===== src/rtl/pir_cfg_pkg.sv =====
// ----------------------------------------------------------------------------
// PIR sensor channel package
// Shared types, register map, phase codes and helpers for the sensor
// configuration sequencer and event clear handshake.
// ----------------------------------------------------------------------------
package pir_cfg_pkg;

    // Wait counter width and its largest value
    localparam int WAIT_WIDTH = 16;
    localparam logic [32:0] WAIT_MAX = (33'd1 << WAIT_WIDTH) - 33'd1;

    // Serial frame layout
    localparam int FRAME_BITS = 25;
    localparam logic [4:0] LAST_BIT = 5'(FRAME_BITS - 1);
    localparam logic [8:0] FIXED_TAIL = 9'h114;
    localparam logic [6:0] WIDTH_ONE  = 7'd95;
    localparam logic [6:0] WIDTH_ZERO = 7'd5;
    localparam logic [6:0] WIDTH_TERM = 7'd0;

    // Register map (index = paddr[4:2])
    localparam logic [2:0] REG_SENSITIVITY  = 3'd0;
    localparam logic [2:0] REG_BLIND_CODE   = 3'd1;
    localparam logic [2:0] REG_PULSE_COUNT  = 3'd2;
    localparam logic [2:0] REG_WINDOW_CODE  = 3'd3;
    localparam logic [2:0] REG_SETTLE_SLOTS = 3'd4;

    localparam logic [15:0] SETTLE_RESET = 16'd100;

    typedef enum logic [2:0] {
        PH_ARMED   = 3'd0,
        PH_PRE     = 3'd1,
        PH_SEND    = 3'd2,
        PH_POST    = 3'd3,
        PH_LOW     = 3'd4,
        PH_RELEASE = 3'd5
    } phase_t;

    typedef struct packed {
        logic [7:0]  sensitivity;
        logic [3:0]  blind_code;
        logic [1:0]  pulse_count;
        logic [1:0]  window_code;
        logic [15:0] settle_slots;
    } cfg_t;

    typedef struct packed {
        logic       busy_res;
        logic       motion;
        logic       drive_low;
        logic       pulse_valid;
        logic [6:0] pulse_width;
    } res_t;

    // Wait length: zero acts as one, saturate to what the counter holds
    function automatic logic [WAIT_WIDTH-1:0] settle_limit(input logic [15:0] slots);
        logic [32:0] s_ext;
        s_ext = 33'(slots);
        if (s_ext == 33'd0) begin
            s_ext = 33'd1;
        end
        if (s_ext > WAIT_MAX) begin
            s_ext = WAIT_MAX;
        end
        return WAIT_WIDTH'(s_ext);
    endfunction

    function automatic logic [FRAME_BITS-1:0] frame_word(input cfg_t cfg);
        return {cfg.sensitivity, cfg.blind_code, cfg.pulse_count, cfg.window_code,
                FIXED_TAIL};
    endfunction

endpackage


===== src/rtl/pir_cfg_seq.sv =====
// ----------------------------------------------------------------------------
// PIR sensor channel sequencer
// Phase register, wait counter and bit pointer; computes one slot's result
// from the current state and the slot's inputs, advances on each step.
// ----------------------------------------------------------------------------
module pir_cfg_seq
    import pir_cfg_pkg::*;
(
    input  logic aclk,
    input  logic aresetn,
    input  logic step_en,
    input  logic func,
    input  logic event_level,
    input  cfg_t cfg,
    output res_t res
);

    phase_t                phase_reg, phase_next;
    logic [WAIT_WIDTH-1:0] wait_reg, wait_next;
    logic [4:0]            bit_reg, bit_next;

    logic [WAIT_WIDTH-1:0] wait_inc;
    logic                  wait_done;
    logic [FRAME_BITS-1:0] frame;
    logic [4:0]            frame_pos;

    assign wait_inc  = wait_reg + WAIT_WIDTH'(1);
    assign wait_done = (wait_inc >= settle_limit(cfg.settle_slots));
    assign frame     = frame_word(cfg);
    assign frame_pos = LAST_BIT - bit_reg;

    always_comb begin
        phase_next      = phase_reg;
        wait_next       = wait_reg;
        bit_next        = bit_reg;
        res             = '0;
        res.busy_res    = 1'b1;
        case (phase_reg)
            PH_ARMED: begin
                res.busy_res = 1'b0;
                if (func) begin
                    phase_next = PH_PRE;
                    wait_next  = '0;
                    bit_next   = '0;
                end else if (event_level) begin
                    res.motion = 1'b1;
                    phase_next = PH_LOW;
                    wait_next  = '0;
                end
            end
            PH_PRE: begin
                wait_next = wait_done ? '0 : wait_inc;
                if (wait_done) begin
                    phase_next = PH_SEND;
                    bit_next   = '0;
                end
            end
            PH_SEND: begin
                res.pulse_valid = 1'b1;
                if (bit_reg <= LAST_BIT) begin
                    res.pulse_width = frame[frame_pos] ? WIDTH_ONE : WIDTH_ZERO;
                    bit_next        = bit_reg + 5'd1;
                end else begin
                    res.pulse_width = WIDTH_TERM;
                    bit_next        = '0;
                    phase_next      = PH_POST;
                    wait_next       = '0;
                end
            end
            PH_POST: begin
                wait_next = wait_done ? '0 : wait_inc;
                if (wait_done) begin
                    phase_next = PH_ARMED;
                end
            end
            PH_LOW: begin
                res.drive_low = 1'b1;
                wait_next     = wait_done ? '0 : wait_inc;
                if (wait_done) begin
                    phase_next = PH_RELEASE;
                end
            end
            PH_RELEASE: begin
                wait_next = wait_done ? '0 : wait_inc;
                if (wait_done) begin
                    phase_next = PH_ARMED;
                end
            end
            default: begin
                phase_next = PH_ARMED;
                wait_next  = '0;
                bit_next   = '0;
            end
        endcase
    end

    always_ff @(posedge aclk) begin
        if (!aresetn) begin
            phase_reg <= PH_ARMED;
            wait_reg  <= '0;
            bit_reg   <= '0;
        end else if (step_en) begin
            phase_reg <= phase_next;
            wait_reg  <= wait_next;
            bit_reg   <= bit_next;
        end
    end

endmodule


===== src/rtl/pir_sensor_config_and_event_clear.sv =====
// ----------------------------------------------------------------------------
// PIR sensor configuration and event clear
// One sensor channel: serial configuration frame sequencer plus the motion
// event clear handshake, one time slot per input beat.
// ----------------------------------------------------------------------------
//
//   Channel   | Direction | Beat contents
//   ----------+-----------+------------------------------------------------
//   s_axis    | in        | one time slot: event level, start request
//   m_axis    | out       | one result per slot: pulse, drive, motion, busy
//   APB       | in/out    | sensitivity, blind time, pulse count, window,
//             |           | settle slots
//
// One slot enters per clock while s_tready is high; its result lands in the
// output register on the same edge and is offered on m_axis in the cycle
// after. The sequencer state advances only on an accepted input beat.
// A stalled output register holds its beat; s_tready drops only while that
// beat waits and m_tready is low, so a new slot is taken in the cycle the
// old result leaves.
// Reset (aresetn, synchronous): phase armed, counters zero, output empty,
// registers to zero with settle slots at 100.
module pir_sensor_config_and_event_clear
    import pir_cfg_pkg::*;
(
    input  logic        aclk,
    input  logic        aresetn,

    input  logic        s_tvalid,
    output logic        s_tready,
    input  logic [7:0]  s_tdata,    // [0] event_level, [7:1] zero
    input  logic        s_tuser,    // [0] func (start request)

    output logic        m_tvalid,
    input  logic        m_tready,
    output logic [15:0] m_tdata,    // [6:0] pulse_width, [7] pulse_valid,
                                    // [8] drive_low, [9] motion, [10] busy_res

    input  logic        psel,
    input  logic        penable,
    input  logic        pwrite,
    input  logic [4:0]  paddr,
    input  logic [31:0] pwdata,
    output logic [31:0] prdata,
    output logic        pready
);

    cfg_t  cfg_reg;
    res_t  res;
    logic  s_fire;
    logic  cfg_wr;
    logic  [2:0] reg_idx;
    logic  m_tvalid_reg;
    res_t  m_data_reg;

    // Accept a slot whenever the output register is empty or draining
    assign s_tready = !m_tvalid_reg || m_tready;
    assign s_fire   = s_tvalid && s_tready;

    // Configuration port
    assign pready  = 1'b1;
    assign reg_idx = paddr[4:2];
    assign cfg_wr  = psel && penable && pwrite && pready;

    always_ff @(posedge aclk) begin
        if (!aresetn) begin
            cfg_reg.sensitivity  <= '0;
            cfg_reg.blind_code   <= '0;
            cfg_reg.pulse_count  <= '0;
            cfg_reg.window_code  <= '0;
            cfg_reg.settle_slots <= SETTLE_RESET;
        end else if (cfg_wr) begin
            case (reg_idx)
                REG_SENSITIVITY:  cfg_reg.sensitivity  <= pwdata[7:0];
                REG_BLIND_CODE:   cfg_reg.blind_code   <= pwdata[3:0];
                REG_PULSE_COUNT:  cfg_reg.pulse_count  <= pwdata[1:0];
                REG_WINDOW_CODE:  cfg_reg.window_code  <= pwdata[1:0];
                REG_SETTLE_SLOTS: cfg_reg.settle_slots <= pwdata[15:0];
                default: ;  // drop writes outside the map
            endcase
        end
    end

    always_comb begin
        case (reg_idx)
            REG_SENSITIVITY:  prdata = 32'(cfg_reg.sensitivity);
            REG_BLIND_CODE:   prdata = 32'(cfg_reg.blind_code);
            REG_PULSE_COUNT:  prdata = 32'(cfg_reg.pulse_count);
            REG_WINDOW_CODE:  prdata = 32'(cfg_reg.window_code);
            REG_SETTLE_SLOTS: prdata = 32'(cfg_reg.settle_slots);
            default:          prdata = '0;
        endcase
    end

    // Slot sequencer: result for the current beat, state advances on accept
    pir_cfg_seq u_seq (
        .aclk        (aclk),
        .aresetn     (aresetn),
        .step_en     (s_fire),
        .func        (s_tuser),
        .event_level (s_tdata[0]),
        .cfg         (cfg_reg),
        .res         (res)
    );

    // Output register: load on accept, hold while stalled
    always_ff @(posedge aclk) begin
        if (!aresetn) begin
            m_tvalid_reg <= 1'b0;
        end else if (s_fire) begin
            m_tvalid_reg <= 1'b1;
        end else if (m_tready) begin
            m_tvalid_reg <= 1'b0;
        end
    end

    always_ff @(posedge aclk) begin
        if (s_fire) begin
            m_data_reg <= res;
        end
    end

    assign m_tvalid = m_tvalid_reg;
    assign m_tdata  = 16'(m_data_reg);

endmodule


===== config.mk =====
export PLATFORM = sky130hd
export DESIGN_NAME = pir_sensor_config_and_event_clear
export DESIGN_NICKNAME = d
export VERILOG_FILES = /design/src/rtl/pir_cfg_pkg.sv /design/src/rtl/pir_cfg_seq.sv /design/src/rtl/pir_sensor_config_and_event_clear.sv
export SDC_FILE = /design/constraint.sdc
export NUM_CORES = 1
export LEC_CHECK = 0
export BUFFER_PORTS_ARGS = -buffer_cell sky130_fd_sc_hd__buf_2
export CAP_MARGIN = 25
export CORE_MARGIN = 1
export CORE_UTILIZATION = 40
export DETAILED_ROUTE_END_ITERATION = 8
export SLEW_MARGIN = 15
export SYNTH_ARGS = -nofsm -noshare
export SYNTH_HDL_FRONTEND = slang
export SYNTH_SLANG_ARGS = --single-unit

===== constraint.sdc =====
create_clock -name aclk -period 5.05 [get_ports aclk]
set_clock_uncertainty 0.05 [all_clocks]
set_input_delay 0.7575 -clock aclk [delete_from_list [all_inputs] [get_ports aclk]]
set_output_delay 0.7575 -clock aclk [all_outputs]
set_load 0.02 [all_outputs]

Word-level counts from Yosys, hierarchy flattened:

Index checks and enable logic that the tools add are counted.

* eq/ne operators: 15
* bitwise operators: 2
* $lt $le $gt $ge: 4
* reduce and logical (&&, ||, !) cells: 22
* add/subtract/negate cells: 3
* mux-type cells: 30

Operators by type and width (number)
* 16-bit 2-to-1 mux: 6
* 16-bit case mux with 5 select lines: 1
* 16-bit case mux with 3 select lines: 1
* 5-bit case mux with 4 select lines: 1
* 3-bit 2-to-1 mux: 6
* 16-bit by 1-bit adder with 16-bit output (second input constant): 1
* 16-bit >= comparator: 1
* 16-bit greater-than comparator (second input constant): 1
* 16-bit zero test: 1
* 5-bit 2-to-1 mux: 3
* 3-bit case mux with 5 select lines: 1
* 7-bit 2-to-1 mux: 2
* 3-bit by 2-bit == test with 1-bit output (second input constant): 4
* 2-bit AND reduction: 6
* 3-bit == test (second input constant): 3
* 8-bit 2-to-1 mux: 1
* 3-bit by 1-bit == test with 1-bit output (second input constant): 2
* 3-bit zero test: 2
* 5-bit by 6-bit less-than comparator with 1-bit output (second input constant): 1
* 1-bit 2-to-1 mux: 6
* 2-bit by 1-bit inequality test with 1-bit output (second input constant): 3
* 6-bit AND reduction: 1
* 5-bit by 1-bit adder with 5-bit output (second input constant): 1
* 1-bit binary-select mux with 5-bit select: 1
* other kinds (15): 20

* word-level logic and storage cells: 90
* input bits: 53
* output and inout bits: 51
* flip-flop bits (word level): 68

Longest topological paths before layout:

* depth in word-level cells: 7
* depth in mapped cells: 13
* depth with buffers taken out: 13

Cells and area by module:

From an unflattened synthesis, not the netlist that was laid out.

* cells, all modules: 503
* area, all modules: 4356.7 um2

By module, submodules not included
* pir_cfg_seq: cells an instance 293, area an instance 2255.9 um2, times used 1, sequential area each 480.5 um2
* pir_sensor_config_and_event_clear: cells an instance 210, area an instance 2100.8 um2, times used 1, sequential area each 991.0 um2

Worst setup path before layout:

No wires, ideal clock.

* path kind: reg-to-reg
* start point: reg u_seq.wait_reg[0]
* end point: reg u_seq.bit_reg[4]
* buffers on the path: 0
* setup slack: 1.831 ns
* clock period less this slack: 3.219 ns
* cell stages (with the launch flop): 14
* arrival time: 3.046 ns
* data required time: 4.877 ns
* setup time: 0.123 ns
* cell sequence: dfxtp_1 ha_1 nand3_1 nor3_1 and4_1 and3_1 xor2_1 ha_1 nand4_1 a211oi_1 a32oi_4 a31oi_1 a21boi_0 o21ai_0

* longest elaborated chain between the ends: 4

Ends and longest elaborated chain
* start, declared: RTL line pir_cfg_seq.sv:19 `logic [WAIT_WIDTH-1:0] wait_reg, wait_next;`
* start signal, assigned: RTL line pir_cfg_seq.sv:104 `wait_reg <= wait_next;`
* 16-bit by 1-bit adder with 16-bit output: RTL line pir_cfg_seq.sv:27 `assign wait_inc = wait_reg + WAIT_WIDTH'(1);`
* 16-bit >= comparator: RTL line pir_cfg_seq.sv:28 `assign wait_done = (wait_inc >= settle_limit(cfg.settle_slots));`
* 2-bit by 1-bit inequality test with 1-bit output (no source line)
* 4-bit AND reduction (no source line)
* end signal, assigned: RTL line pir_cfg_seq.sv:105 `bit_reg <= bit_next;`
* end, declared: RTL line pir_cfg_seq.sv:20 `logic [4:0] bit_reg, bit_next;`

No other way between the ends.
A chain may end at the register's enable or synchronous reset.

Final worst setup path:

Ends and elaborated chain as after synthesis.

==> impl_metrics.toml <==
[outcome]
status = "finished, final reports clean"

[global_route]
grtUsageTotal_pct = 19.76
grt_pass1_vias = 3321
grt_max_degree = 36
antenna_found_initial = 0
grt_pass1_wl_mm = 15.93
overflow = 0

[timing]
hold_viol = 0
setup_tns_ns = 0
post-route-min-period_ns = 3.940
final_max_slew_viol_count = 0
layout_setup_ws_ns = 1.110
max_freq_mhz = 253.8
relSlewSlack_pct = 51.91
period_share_pct = 78.02
rsz0062_at_grt = "false"
finalSetupViolations = 0
worstMarginPinSlew_ns = 0.7213

[logic_synthesis]
synth_top_flop_cell = "dfxtp_1"
netlist_instances = 489
ys_ff_latch = 63
ys_seq_area_share_pct = 33.03
netlist_area_mm2 = 0.004000
synth.avg_cell_area_um2 = 8.180
yosys_warnings = 0
synth_cell_type_count = 60
async_flop_share_pct = 0
synth_edf_count = 6

[clock_network]
postCtsSetupBuffers = 0
clock_latency_ns = 0.34
cts_buffer_depth = 2
clock-sinks = 63
ctsResizeCount = 0
clkTransAtPathRegs_ns = 0.07
holdBufCountCts = 0
clock-root-buffer = "clkbuf_8"
cts_tree = "done"
numCtsBuffers = 9
htree_levels = 3

[placed_design]
dp_slack_ns = 1.112
dp.cells = 651
port_buffers = 55
hpwl_mm = 6.916
gp_congestion = 0.8133

[die]
row_count = 36
initial_core_util_pct = 41.11
die_x_um = 102
ios = 104
chipHeight_um = 102
die-area_mm2 = 0.01040
coreArea_mm2 = 0.009729

[power_and_ir_drop]
leakagePower_uw = 0.001880
peakVddDrop_uv = 104.2
pwr_density_cell_mw_per_mm2 = 241.2
power_uw = 1069

[worst_setup_path]
cp-end-kind = "register"
timing.rr.start = "u_seq.wait_reg[0]$_SDFFE_PN0P_"
cp.required_ns = 5.23
startpoint = "u_seq.wait_reg[0]$_SDFFE_PN0P_"
path_max_fanout = 6
cp-start-kind = "register"
crit_arrival_ns = 4.12
crit_type = "register to register"

[cells_and_area]
syn_to_final_growth_pct = 10.76
nets = 601
nFillCells = 1025
largest_register_ffs = 32
diodes = 0
final_cells = 667
multi_input_area_mm2 = 0.002367
regArea_mm2 = 0.001321
layout_commonest_cell = "nand2_1"
final_cell_mix = "66 x nand2_1, 57 x dfxtp_1, 55 x buf_2"
drive_gt1_share_pct = 16.29

[drt]
first_pass_iters = 4
vias_per_cell = 5.282
ant_nets = 0
drt_wl_total_mm = 9.556
dr_total_vias = 3523
drt_iter0_markers = 120
wl_per_cell_um = 14.33
drc = 0

[min_path]
min-delay-start = "cfg_reg[24]$_SDFFE_PN0P_"
min_path_type = "register to register"

[flow_run]
cap_violations = 0
[critical path: stages, from the launching register on]
cell      delay, ns
dfxtp_1        0.42
ha_1           0.27
nand3_1        0.12
nor3_1         0.37
and4_1         0.32
and3_1         0.22
xor2_1         0.08
ha_1           0.30
nand4_1        0.18
nor3_1         0.58
nor2_1         0.17
a31oi_1        0.43
a21boi_0       0.22
o21ai_0        0.10
[logic make-up (layout without fill, tap and decap cells)]
| kind of cell | after synthesis | count (layout) | share of synthesized area [%] |
|---|---|---|---|
| compound gates | 103 | 103 | 17.67 |
| xor+xnor | 17 | 17 | 3.722 |
| fa+ha+maj | 19 | 19 | 5.943 |
| buf+inv | 76 | 100 | 9.759 |
| flops | 63 | 63 | 33.03 |
| mux | 21 | 21 | 6.318 |
| other cells | 2 | 23 | 0.1877 |
| simple gates | 188 | 188 | 23.37 |
[final cells by class]
type,count,share of cell area (%)
inverters,26,2.203
repair buffers,58,6.721
clock inverters,5,1.101
multi-input cells,371,53.43
well taps,133,3.756
clock buffers,11,2.965
flip-flops and latches,63,29.82
[synth_stat cells (all sizes together) (2+ instances only)]
master	instances	area (um^2)
nand2	67	254.0
dfxtp	57	1141
a21oi	36	180.2
buf	31	221.5
nor2	30	120.1
inv	26	97.59
nand3	22	115.1
clkbuf	19	71.32
ha	19	237.7
o21ai	18	90.09
and3	14	87.58
mux2i	14	140.1
xnor2	12	105.1
nor3	11	60.06
nor2b	9	56.30
a22o	8	70.07
nand4	8	50.05
o211ai	7	52.55
edfxtp	6	180.2
a22oi	5	37.54
xor2	5	43.79
a211oi	4	30.03
and2	4	25.02
mux2	4	45.04
nand2b	4	25.02
a21o	3	22.52
a31oi	3	18.77
mux4	3	67.56
nor4	3	18.77
o22ai	3	18.77
or3	3	18.77
a2111o	2	22.52
a41o	2	20.02
and4	2	17.52
conb	2	7.510
nand3b	2	15.01
nand4b	2	17.52
nor3b	2	15.01
or4	2	15.01
[power by group]
| part | leakage, uW | switching, uW | internal (uW) |
|---|---|---|---|
| logic | 0.00126 | 86.2 | 38.6 |
| registers | 0.000521 | 7.29 | 513 |
| clock network | 0.0000945 | 199 | 224 |
[per-stage QoR]
stage / hold WS [ns] / util [%] / cell area [um^2]
2_1_floorplan: 0.3938 / - / 4079
3_3_place_gp: 0.4045 / 43.69 / 4250
3_5_place_dp: 0.4131 / 43.69 / 4250
4_1_cts: 0.4232 / 45.54 / 4431
5_1_grt: 0.4526 / 45.54 / 4431
6_report: 0.4238 / 45.54 / 4431
[worst paths after layout]
check / to / slack (ns) / cells past startpoint
max: u_seq.bit_reg[4]$_SDFFE_PN0P_ / 1.11 / 13
min: cfg_reg[24]$_SDFFE_PN0P_ / 0.42 / 2
max reg2reg: u_seq.bit_reg[4]$_SDFFE_PN0P_ / 1.11 / 13
min reg2reg: cfg_reg[24]$_SDFFE_PN0P_ / 0.42 / 2
[metal layers]
layer / GRT usage, % / vias to the layer above / share of wire [%]
met2: 32.32 / 96 / 48
met3: 3.283 / 7 / 4.5
li1: - / 1761 / -
met4: 6.813 / 0 / 1.1
met5: 0 / - / 0
met1: 26.38 / 1659 / 47
Power figures use the tool's default switching activity.
